**src/sfl_ram.sv**
```systemverilog
// Generic single-write, single-read synchronous RAM with registered read data.
`default_nettype none
module sfl_ram #(
	parameter int WIDTH = 8,
	parameter int DEPTH = 16
) (
	input  wire logic                     clk,
	input  wire logic                     we,
	input  wire logic [$clog2(DEPTH)-1:0] waddr,
	input  wire logic [WIDTH-1:0]         wdata,
	input  wire logic [$clog2(DEPTH)-1:0] raddr,
	output logic      [WIDTH-1:0]         rdata
);

	logic [WIDTH-1:0] mem_q [DEPTH];

	always_ff @(posedge clk) begin
		if (we) begin
			mem_q[waddr] <= wdata;
		end
		rdata <= mem_q[raddr];
	end

endmodule
`default_nettype wire

```
**config.mk**
```make
export PLATFORM = sky130hd
export DESIGN_NAME = sfl_ram
export DESIGN_NICKNAME = d
export VERILOG_FILES = /design/src/sfl_ram.sv
export SDC_FILE = /design/constraint.sdc
export NUM_CORES = 1
export LEC_CHECK = 0
export ABC_AREA = 1
export BUFFER_PORTS_ARGS = -buffer_cell sky130_fd_sc_hd__buf_4
export CELL_PAD_IN_SITES_DETAIL_PLACEMENT = 1
export CELL_PAD_IN_SITES_GLOBAL_PLACEMENT = 2
export CORE_MARGIN = 5
export CORE_UTILIZATION = 40
export DETAILED_ROUTE_END_ITERATION = 8
export PLACE_DENSITY_LB_ADDON = 0.1
export RECOVER_POWER = 50
export SYNTH_ARGS = -nofsm -noshare
export SYNTH_HDL_FRONTEND = slang
export SYNTH_SLANG_ARGS = --single-unit
```
**constraint.sdc**
```tcl
create_clock -name clk -period 1.27 [get_ports clk]
set_input_delay 0.1905 -clock clk [delete_from_list [all_inputs] [get_ports clk]]
set_output_delay 0.1905 -clock clk [all_outputs]
set_load 0.05 [all_outputs]
```
======== Yosys cells after proc, flatten, opt, wreduce, memory -nomap -nowiden ========
Memories as Yosys holds them, arrays and structs flattened. A register that Yosys moved wholly into a read port is not among the register bits.
Index checks and enable logic that the tools add are counted.
word-level totals
  memories ................................ 1
  output and inout bits ................... 8
  input port bits ......................... 18
  bits in writable memories ............... 128
  bits in registers ....................... 0
memories
  name   depth  width  read ports  clocked after Yosys merged registers in  write ports  line  source
  mem_q  16     8      1           1                                        1            15    logic [WIDTH-1:0] mem_q [DEPTH];
operators by class
  mux-type cells .......................... 2
operators with widths
  cell     count
  $mux W1  2

======== Longest topological paths before layout ========
Gate-level depths: netlist of run 1.
  depth after elaboration ................. 2
  depth in mapped cells ................... 8
  depth with buffers taken out ............ 7

======== Least setup slack after synthesis of run 1 ========
No wires, ideal clock.
  kind .................................... input -> register
  start point ............................. in waddr[2]
  end point ............................... mem mem_q[10][0] (enable)
  data arrival time ....................... 0.771 ns
  stages .................................. 2
  path slack .............................. 0.129 ns
  path through ............................ nand3b_1 > nor2_1
RTL lines
  what         line  source
  from (decl)  9     input wire logic [$clog2(DEPTH)-1:0] waddr,
  to (decl)    15
Straight into the memory's write port.

======== Worst setup path after layout of run 1 ========
  start point ............................. reg rdata[3], read port of mem_q
  end point ............................... out rdata[3]
RTL lines
  what         line  source
  from (decl)  12    output logic [WIDTH-1:0] rdata
No word-level cell between the ends.

==> results of run 1 <==
-- sequential cells by signal (all words and copies together) (netlist names) --
| register | flops |
|---|---|
| mem_q | 128 |
| rdata | 8 |
-- path summary, 6_finish.rpt --
check                    start  endpoint  slack, ns  cells after the start
setup / recovery      rdata[3]  rdata[3]       0.08                      1
hold reg to reg   mem_q[12][5]  rdata[5]       0.66                      6
hold / removal        raddr[3]  rdata[5]       0.12                      3
setup reg to reg   mem_q[3][7]  rdata[7]       0.23                      6
-- power by group through the flow --
stage	sequential (mW)	combinational, mW	clock [mW]
final	5.06	0.812	4.81
after global routing	5.06	0.891	5.10
after CTS	5.06	0.844	4.90
after detailed placement	5.15	0.836	0
after global placement	5.14	0.820	0
after floorplan	5.24	0.354	0
-- placed cells by master (no fill, tap or decap) --
cell type,count
clkinvlp_4,1
nand3_1,97
edfxtp_1,128
buf_12,8
clkbuf_1,14
dfxtp_1,8
nor2_1,17
clkinv_1,4
buf_4,48
clkinv_2,4
nand3b_1,2
clkbuf_16,17
nand2_1,173
inv_2,2
inv_1,100
bufinv_16,3
-- final cells by class --
| class | count | area (sq um) |
|---|---|---|
| timing repair buffer | 67 | 561.8 |
| tap | 180 | 225.2 |
| clock inverter | 12 | 132.6 |
| fill | 1547 | 7032 |
| clock buffer | 20 | 436.7 |
| inverter | 102 | 382.9 |
| multi-input combinational | 289 | 1214 |
| sequential | 136 | 4004 |
-- cell families (layout without fill, tap and decap cells) --
| kind of cell | Yosys count | in the layout |
|---|---|---|
| and+or+nand+nor | 289 | 289 |
| DFF | 136 | 136 |
| buffers and inverters | 126 | 201 |
-- per-layer routing --
metal,track usage,wire (um)
met1,0.2557,7096
met3,0.04011,369
met2,0.3060,7319
met4,0.07274,210
met5,0,0
-- synth_stat cells --
master      n
nand2_1   173
edfxtp_1  128
inv_1     100
nand3_1    97
nor2_1     17
buf_2      13
dfxtp_1     8
buf_6       6
buf_4       4
inv_2       2
nand3b_1    2
buf_1       1
-- worst min-delay path, delay by kind of cell --
kind | cells | cell delay, ns
buf+inv | 1 | 0.17
simple gates | 2 | 0.13
-- through the flow --
step           TNS [ns]  setup WS, ns  hold WS (ns)  area [sq um]
3_3_place_gp   -0.09605      -0.01257        0.5409          6429
5_1_grt               0       0.03560        0.1109          6957
3_5_place_dp    -0.3478      -0.04180        0.5481          6429
2_1_floorplan         0        0.1287        0.2894          5767
6_report              0       0.07609        0.1214          6957
4_1_cts               0       0.03985       0.09501          6998
==> summary.txt, run 1 <==
Clock network
  • CTS clock-pin slew for the worst setup and hold paths: 0.06 ns
  • Max Buffers Root-to-Sink: 2
  • Cts repair resizes: 0
  • Post-CTS setup buffers: 0
  • Clk sinks: 136
  • Clock Latency Late Sink: 0.42 ns
  • Root buffer cell: clkbuf_16
  • CTS Buf Count: 17
  • H-tree Lvls: 4
  • CTS hold repair buffers: 0
  • CTS tree: done

Yosys
  • XOR/XNOR share of the synthesized area: 0
  • Synth cell types: 12
  • Avg Inst Size Synth: 10.47 sq um
  • Post-Syn Area: 5767 sq um
  • Top cells by area, synth: edfxtp_1, nand2_1, nand3_1
  • Compound-gate portion of the synthesized area: 0
  • Top-area cell type share of the netlist area: 0.6665
  • Largest area contributor in the netlist: edfxtp_1
  • Synthesis-stage register bit count: 136
  • Post-synthesis mux area share: 0
  • Sequential area share after synthesis: 0.6943
  • Adder-cell share of the synthesized area: 0
  • Yosys warns: 0
  • Mapped Cells: 551
  • Main combinational cell family by area after synthesis: simple AND/OR/NAND/NOR gates
  • Synthesized net count: 569
  • Post-Synth Simple-Gate Area: 0.2105

Worst setup path
  • Crit path max fanout: 1
  • Worst stage delay on the critical path: 0.37 ns
  • Worst EP arrival: 1.00 ns
  • CP Class: reg -> out
  • CP Buf/Inv Count: 1
  • Worst path slowest cell: dfxtp_1
  • Critical Path RT: 1.08 ns
  • Startpoint types: register
  • Ordered list of cells on the worst path: buf_4
  • Crit path capture type: output pin
  • Cell family with most CP delay: flip-flops

Detailed routing
  • ANT nets after route: 0
  • Starting DRT DRC Count: 244
  • DR pass1 iterations: 4
  • Total wire length: 15.00 mm
  • DRC viols: 0
  • DR vias: 3,925
  • DR WL/cell: 18.60 um
  • Via/cell ratio: 4.870

Power
  • Sequential share of power: 0.473
  • Logic pwr share: 0.076
  • Overall Power: 10.68 mW
  • Sw power: 2.363 mW
  • Clk pwr share: 0.451
  • Leakage power: 3.026 nW
  • Cell-internal power: 8.318 mW
  • PD cells: 1535 nW/um^2
  • Peak VDD IR: 797.8 uV
  • Sw Share: 0.2213

Final layout
  • Layout Cells excl Fill: 806
  • Final-stage net count: 631
  • Antenna Cells: 0
  • Synth-to-layout area growth: 20.63%
  • Share of cells above drive strength 1: 0.1326
  • Layout Utilization: 0.4973

Job
  • Max-Cap Viols: 0

Timing
  • Hold Vio Cnt, Final: 0
  • Worst-Margin Slew: 0.8728 ns
  • Slew Limit Fails: 0
  • RSZ-0062 raised after global routing: no
  • Crit path time final: 1.194 ns
  • Worst Skew: 0.004163 ns
  • Rel. slew slack: 0.4181
  • Final period util: 0.9401
  • Max Fclk: 837.6 MHz
  • Setup-failing EPs final: 0

Floorplan
  • Core Area: 13,990 sq um
  • Die Height: 130.1 um
  • Die area: 16,920 sq um
  • Starting Density: 0.4123
  • FP Rows: 43
  • Die Wd: 130.1 um
  • I/O Pins: 26

Place
  • Cell count after placement: 774
  • Final HPWL DP: 10.20 mm
  • Port Buffers: 25
  • RePlAce Congestion: 0.7835

Global route
  • Largest net degree at the start of global routing: 45
  • Vias in the first global route: 4,138
  • Gr ovfl total: 0
  • First-pass GRT wire length: 23.26 mm
  • Initial antenna violation count: 0
  • All-Layer GR Usage: 0.1907

Status
  • Outcome: finished, final reports clean

Hold path
  • Worst min path class: in -> reg
Power figures use the tool's default switching activity.
==> run 2, diff against run 1 <==
--- a/config.mk
+++ b/config.mk
@@ -14,6 +14,7 @@
 export DETAILED_ROUTE_END_ITERATION = 8
 export PLACE_DENSITY_LB_ADDON = 0.1
 export RECOVER_POWER = 50
+export REMOVE_ABC_BUFFERS = 1
 export SYNTH_ARGS = -nofsm -noshare
 export SYNTH_HDL_FRONTEND = slang
 export SYNTH_SLANG_ARGS = --single-unit
==> summary.txt, run 2 (synthesis results as in run 1) <==
Status
  • Outcome: finished, final reports clean

Worst setup path
  • Worst path slowest cell: clkbuf_1
  • Cell family with most CP delay: buffers and inverters
  • CP Buf/Inv Count: 2 (+1)
  • Reg2Reg Depth: 6 (unchanged)
  • Reg-to-Reg End: rdata[7]
  • Worst EP arrival: 1.22 ns (+0.22 ns)
  • Crit path max fanout: 8 (+7)
  • Critical Path RT: 1.32 ns (+0.24 ns)
  • Reg-to-Reg Start: mem_q[2][7]
  • Crit path capture type: register
  • Crit-path most repeated cell: clkbuf_1
  • Ordered list of cells on the worst path: clkbuf_1 > nand3_1 > nor2_1 > clkbuf_1
  • Startpoint types: input port
  • Worst stage delay on the critical path: 0.50 ns (+0.13 ns)
  • Reg2Reg Setup Slack: 0.28 ns (+0.05 ns)
  • CP Class: in -> reg
  • Worst setup startpoint: we

Hold path
  • Hold_sp: raddr[2]
  • Worst min path class: in -> reg
  • WHS Path Cells: 4 (+1)
  • Hold EP: rdata[3]

Timing
  • Rel. slew slack: 0.4724 (+0.05427)
  • RSZ-0062 raised after global routing: no
  • Setup WS post-layout: 0.1034 ns (+0.02731 ns)
  • Worst Skew: 0.006798 ns (+0.002636 ns)
  • Crit path time final: 1.167 ns (-0.02731 ns)
  • Slew Limit Fails: 0 (unchanged)
  • Setup-failing EPs final: 0 (unchanged)
  • Final period util: 0.9186 (-0.02151)
  • Worst-Margin Slew: 0.7914 ns (-0.08140 ns)
  • Fin Hold WS: 0.1502 ns (+0.02880 ns)
  • Hold Vio Cnt, Final: 0 (unchanged)
  • Max Fclk: 857.2 MHz (+2.3%)

Final layout
  • Commonest cells after routing, fill and taps aside: nand2_1, edfxtp_1, inv_1
  • Layout Cells excl Fill: 800 (-0.74%)
  • Biggest register: mem_q
  • Synth-to-layout area growth: 19.33%
  • Layout Utilization: 0.4920 (-0.005367)
  • Regs by FF count: mem_q x128, rdata x8
  • Final-stage net count: 625 (-0.95%)
  • Antenna Cells: 0 (unchanged)
  • Share of cells above drive strength 1: 0.1258 (-0.006781)
  • Largest register FFs: 128 (unchanged)
  • Most common library cell in the layout ignoring fill and taps: nand2_1

Power
  • PD cells: 1551 nW/um^2 (+0.98%)
  • Overall Power: 10.67 mW (-0.11%)
  • Leakage power: 2.991 nW (-1.2%)
  • Clk pwr share: 0.454 (+0.003)
  • Sequential share of power: 0.473 (about the same)
  • Sw Share: 0.2125 (-0.008759)
  • Cell-internal power: 8.403 mW (+1.0%)
  • Peak VDD IR: 854.1 uV (+7.1%)
  • Logic pwr share: 0.072 (-0.004)
  • Sw power: 2.267 mW (-4.1%)

Floorplan
  • Die Wd: 130.1 um (unchanged)
  • I/O Pins: 26 (unchanged)
  • Die area: 16,920 sq um (unchanged)
  • Die Height: 130.1 um (unchanged)
  • Core Area: 13,990 sq um (unchanged)
  • Starting Density: 0.4123 (unchanged)
  • FP Rows: 43 (unchanged)

Clock network
  • H-tree Lvls: 4 (unchanged)
  • CTS Buf Count: 17 (unchanged)
  • CTS clock-pin slew for the worst setup and hold paths: 0.05 ns (about the same)
  • Max Buffers Root-to-Sink: 2 (unchanged)
  • CTS tree: done
  • Clk sinks: 136 (unchanged)
  • Post-CTS setup buffers: 0 (unchanged)
  • CTS hold repair buffers: 0 (unchanged)
  • Clock Latency Late Sink: 0.42 ns (about the same)
  • Root buffer cell: clkbuf_16
  • Cts repair resizes: 0 (unchanged)

Job
  • Max-Cap Viols: 0 (unchanged)

Detailed routing
  • DR pass1 iterations: 4 (unchanged)
  • DR WL/cell: 18.19 um (-2.2%)
  • Starting DRT DRC Count: 187 (-23%)
  • ANT nets after route: 0 (unchanged)
  • DR vias: 3,901 (-0.61%)
  • DRC viols: 0 (unchanged)
  • Total wire length: 14.55 mm (-2.9%)
  • Via/cell ratio: 4.876 (+0.13%)

Place
  • Pre-CTS WS: -0.01170 ns (+0.03009 ns)
  • RePlAce Congestion: 0.7508 (-4.2%)
  • Port Buffers: 25 (unchanged)
  • Final HPWL DP: 9.652 mm (-5.4%)
  • Cell count after placement: 768 (-0.78%)

Global route
  • Initial antenna violation count: 0 (unchanged)
  • Gr ovfl total: 0 (unchanged)
  • Largest net degree at the start of global routing: 47 (+4.4%)
  • First-pass GRT wire length: 23.04 mm (-0.95%)
  • All-Layer GR Usage: 0.1878 (-0.002902)
  • Vias in the first global route: 4,208 (+1.7%)
[run 2: cell count changes in the layout (fill, tap and decap cells not counted), sizes merged]
cell      before  now
clkinvlp       1    0
bufinv         3    2
clkbuf        31   39
buf           56   51
clkinv         8    1
[run 2: worst reg2reg max path: stages (launching register included)]
cell      delay [ns]
edfxtp_1        0.37
inv_1           0.06
nand2_1         0.07
nand3_1         0.08
nand3_1         0.08
nand3_1         0.14
nand2_1         0.08
[run 2: how the worst max path moves through the flow]
stage                               to  slack (ns)  depth (start not counted)
after floorplan               rdata[2]         0.1                          6
after global placement        rdata[5]        0.02                          9
after detailed placement   mem_q[7][1]       -0.01                          4
after CTS                     rdata[5]        0.09                          1
after global routing      mem_q[15][3]        0.06                          4
final                     mem_q[15][3]        0.10                          4
[run 2: layout make-up]
type                            instances  area [sq um]
Inverter                              102         382.9
Sequential cell                       136          4004
Timing Repair Buffer                   61         470.5
Clock buffer                           29         520.5
Tap cell                              180         225.2
Fill cell                            1554          7107
Clock inverter                          3         65.06
Multi-Input combinational cell        289          1214
[run 2: layer usage]
layer | vias to the layer above | wire length [um] | part of all wire | global-route usage
met3 | 16 | 342 | 0.024 | 0.03684
met4 | 0 | 243 | 0.017 | 0.07090
met2 | 43 | 7304 | 0.50 | 0.3193
met5 | - | 0 | 0 | 0
li1 | 1881 | - | - | -
met1 | 1961 | 6663 | 0.46 | 0.2379
[run 2: through the flow]
stage	TNS (ns)	instance area, sq um
floorplan	0	5600
global placement	0	6334
detailed placement	-0.05706	6334
CTS	0	6919
global route	0	6882
finish	0	6882
[run 2: power groups by stage]
stage          clock, mW  sequential [mW]  combinational (mW)
3_5_place_dp           0             5.14               0.796
3_3_place_gp           0             5.14               0.782
2_1_floorplan          0             5.24               0.271
5_1_grt             5.19             5.06               0.851
6_report            4.85             5.05               0.773
4_1_cts             4.93             5.05               0.803
==> run 3, diff against run 2 <==
--- a/config.mk
+++ b/config.mk
@@ -10,7 +10,7 @@
 export CELL_PAD_IN_SITES_DETAIL_PLACEMENT = 1
 export CELL_PAD_IN_SITES_GLOBAL_PLACEMENT = 2
 export CORE_MARGIN = 5
-export CORE_UTILIZATION = 40
+export CORE_UTILIZATION = 43
 export DETAILED_ROUTE_END_ITERATION = 8
 export PLACE_DENSITY_LB_ADDON = 0.1
 export RECOVER_POWER = 50
==> constraint.sdc (replaced) <==
create_clock -name clk -period 1.46 [get_ports clk]
set_input_delay 0.219 -clock clk [delete_from_list [all_inputs] [get_ports clk]]
set_output_delay 0.219 -clock clk [all_outputs]
set_load 0.05 [all_outputs]
==> summary.txt, run 3 (synthesis results as in run 1) <==
Floorplan
  • Die area: 15,830 sq um (-6.5%)
  • Core Area: 13,190 sq um (-5.7%)
  • I/O Pins: 26 (unchanged)
  • Die Wd: 125.8 um (-3.3%)
  • Die Height: 125.8 um (-3.3%)
  • FP Rows: 42 (-2.3%)
  • Starting Density: 0.4372 (+0.02495)

Timing
  • Setup TNS: 0 ns (unchanged)
  • Final period util: 0.8539
  • Worst Skew: 0.007700 ns (+0.0009018 ns)
  • Setup-failing EPs final: 0 (unchanged)
  • Slew Limit Fails: 0 (unchanged)
  • Rel. slew slack: 0.3884 (-0.08401)
  • Setup WS post-layout: 0.2134 ns (+0.1100 ns)
  • Hold Vio Cnt, Final: 0 (unchanged)
  • Crit path time final: 1.247 ns
  • Max Fclk: 802.2 MHz
  • Worst-Margin Slew: 0.9174 ns (+0.1260 ns)
  • RSZ-0062 raised after global routing: no

Final layout
  • Synth-to-layout area growth: 18.18%
  • Antenna Cells: 0 (unchanged)
  • Biggest register: mem_q
  • Share of cells above drive strength 1: 0.1129 (-0.01288)
  • Most common library cell in the layout ignoring fill and taps: nand2_1
  • Regs by FF count: mem_q x128, rdata x8
  • Largest register FFs: 128 (unchanged)
  • Final-stage net count: 618 (-1.1%)
  • Commonest cells after routing, fill and taps aside: nand2_1, edfxtp_1, inv_1
  • Fillcell total: 1,427 (-8.2%)

Clock network
  • H-tree Lvls: 4 (unchanged)
  • CTS clock-pin slew for the worst setup and hold paths: 0.05 ns (about the same)
  • CTS hold repair buffers: 0 (unchanged)
  • Cts repair resizes: 0 (unchanged)
  • Root buffer cell: clkbuf_16
  • CTS tree: done
  • CTS Buf Count: 17 (unchanged)
  • Clock Latency Late Sink: 0.42 ns (about the same)
  • Post-CTS setup buffers: 0 (unchanged)
  • Max Buffers Root-to-Sink: 2 (unchanged)
  • Clk sinks: 136 (unchanged)

Worst setup path
  • Cell family with most CP delay: flip-flops
  • Reg2Reg Setup Slack: 0.46 ns (+0.18 ns)
  • CP Class: reg -> out
  • Crit path max fanout: 1 (-7)
  • Critical Path RT: 1.24 ns (-0.08 ns)
  • CP Buf/Inv Count: 1 (-1)
  • Worst path slowest cell: dfxtp_1
  • Worst stage delay on the critical path: 0.38 ns (-0.12 ns)
  • Worst EP arrival: 1.03 ns (-0.19 ns)
  • Startpoint types: register
  • Crit path capture type: output pin
  • Ordered list of cells on the worst path: buf_4

Global route
  • Vias in the first global route: 4,106 (-2.4%)
  • Peak-usage layer in the global routing report: met2
  • Gr ovfl total: 0 (unchanged)
  • Met2 Usage GRT: 0.3307 (+0.01146)
  • Initial antenna violation count: 0 (unchanged)
  • Largest net degree at the start of global routing: 65 (+38%)
  • Met1 Usage GRT: 0.2510 (+0.01303)
  • All-Layer GR Usage: 0.1955 (+0.007662)
  • First-pass GRT wire length: 23.06 mm (about the same)
  • Grt met3 use: 0.03768 (+0.0008400)

Power
  • Leakage power: 2.947 nW (-1.5%)
  • PD cells: 1349 nW/um^2 (-13%)
  • Peak VDD IR: 743.8 uV (-13%)

Place
  • Port Buffers: 25 (unchanged)
  • Pre-CTS WS: 0.1208 ns (+0.1325 ns)
  • Final HPWL DP: 9.702 mm (+0.52%)
  • RePlAce Congestion: 0.7644 (+1.8%)

Detailed routing
  • DRC viols: 0 (unchanged)
  • DR pass1 iterations: 4 (unchanged)
  • Starting DRT DRC Count: 268 (+43%)
  • Via/cell ratio: 4.914 (+0.77%)
  • ANT nets after route: 0 (unchanged)
  • DR WL/cell: 18.65 um (+2.5%)
  • DR vias: 3,867 (-0.87%)
  • Total wire length: 14.68 mm (+0.87%)

Hold path
  • Worst min path class: in -> reg

Status
  • Outcome: finished, final reports clean

Job
  • Max-Cap Viols: 0 (unchanged)
==> run 3: layout make-up <==
class / instances / area (sq um) / share of cell area
Inverter: 102 / 382.9 / 0.05618
Clock buffer: 26 / 499.2 / 0.07325
Multi-Input combinational cell: 289 / 1214 / 0.1781
Sequential cell: 136 / 4004 / 0.5875
Clock inverter: 4 / 68.82 / 0.01010
Tap cell: 176 / 220.2 / 0.03231
Timing Repair Buffer: 54 / 426.7 / 0.06260
==> run 3: worst paths after layout <==
path | cells past startpoint | from | end
max | 1 | rdata[7] | rdata[7]
min | 3 | raddr[3] | rdata[5]
max reg2reg | 6 | mem_q[9][2] | rdata[2]
min reg2reg | 6 | mem_q[7][7] | rdata[7]
==> run 3: report_power, final <==
part / switching [mW] / leakage, nW / internal (mW)
Combinational: 0.473 / 1.44 / 0.197
Sequential: 0.0316 / 1.22 / 4.37
Clock: 1.45 / 0.278 / 2.67
==> run 3: layer usage <==
metal / routed length [um] / up-vias
met5: 0 / -
met4: 207 / 0
met3: 652 / 13
met2: 7448 / 77
met1: 6370 / 1911
li1: - / 1866
==> run 3: worst reg2reg max path, cell delays in order (launching register included) <==
cell	delay, ns
edfxtp_1	0.38
inv_1	0.06
nand2_1	0.04
nand3_1	0.09
nand3_1	0.12
nand3_1	0.14
nand2_1	0.05
==> run 3: through the flow <==
step                utilization  hold WS (ns)  instance area, sq um  power [mW]  cells
CTS                      0.5198        0.1301                  6857       9.301    787
finish                   0.5167        0.1532                  6815       9.192    787
global placement         0.4768        0.5726                  6289       5.152    757
global route             0.5167        0.1406                  6815       9.562    787
floorplan                     -        0.3179                  5600       4.792    527
detailed placement       0.4768        0.5704                  6289       5.169    757
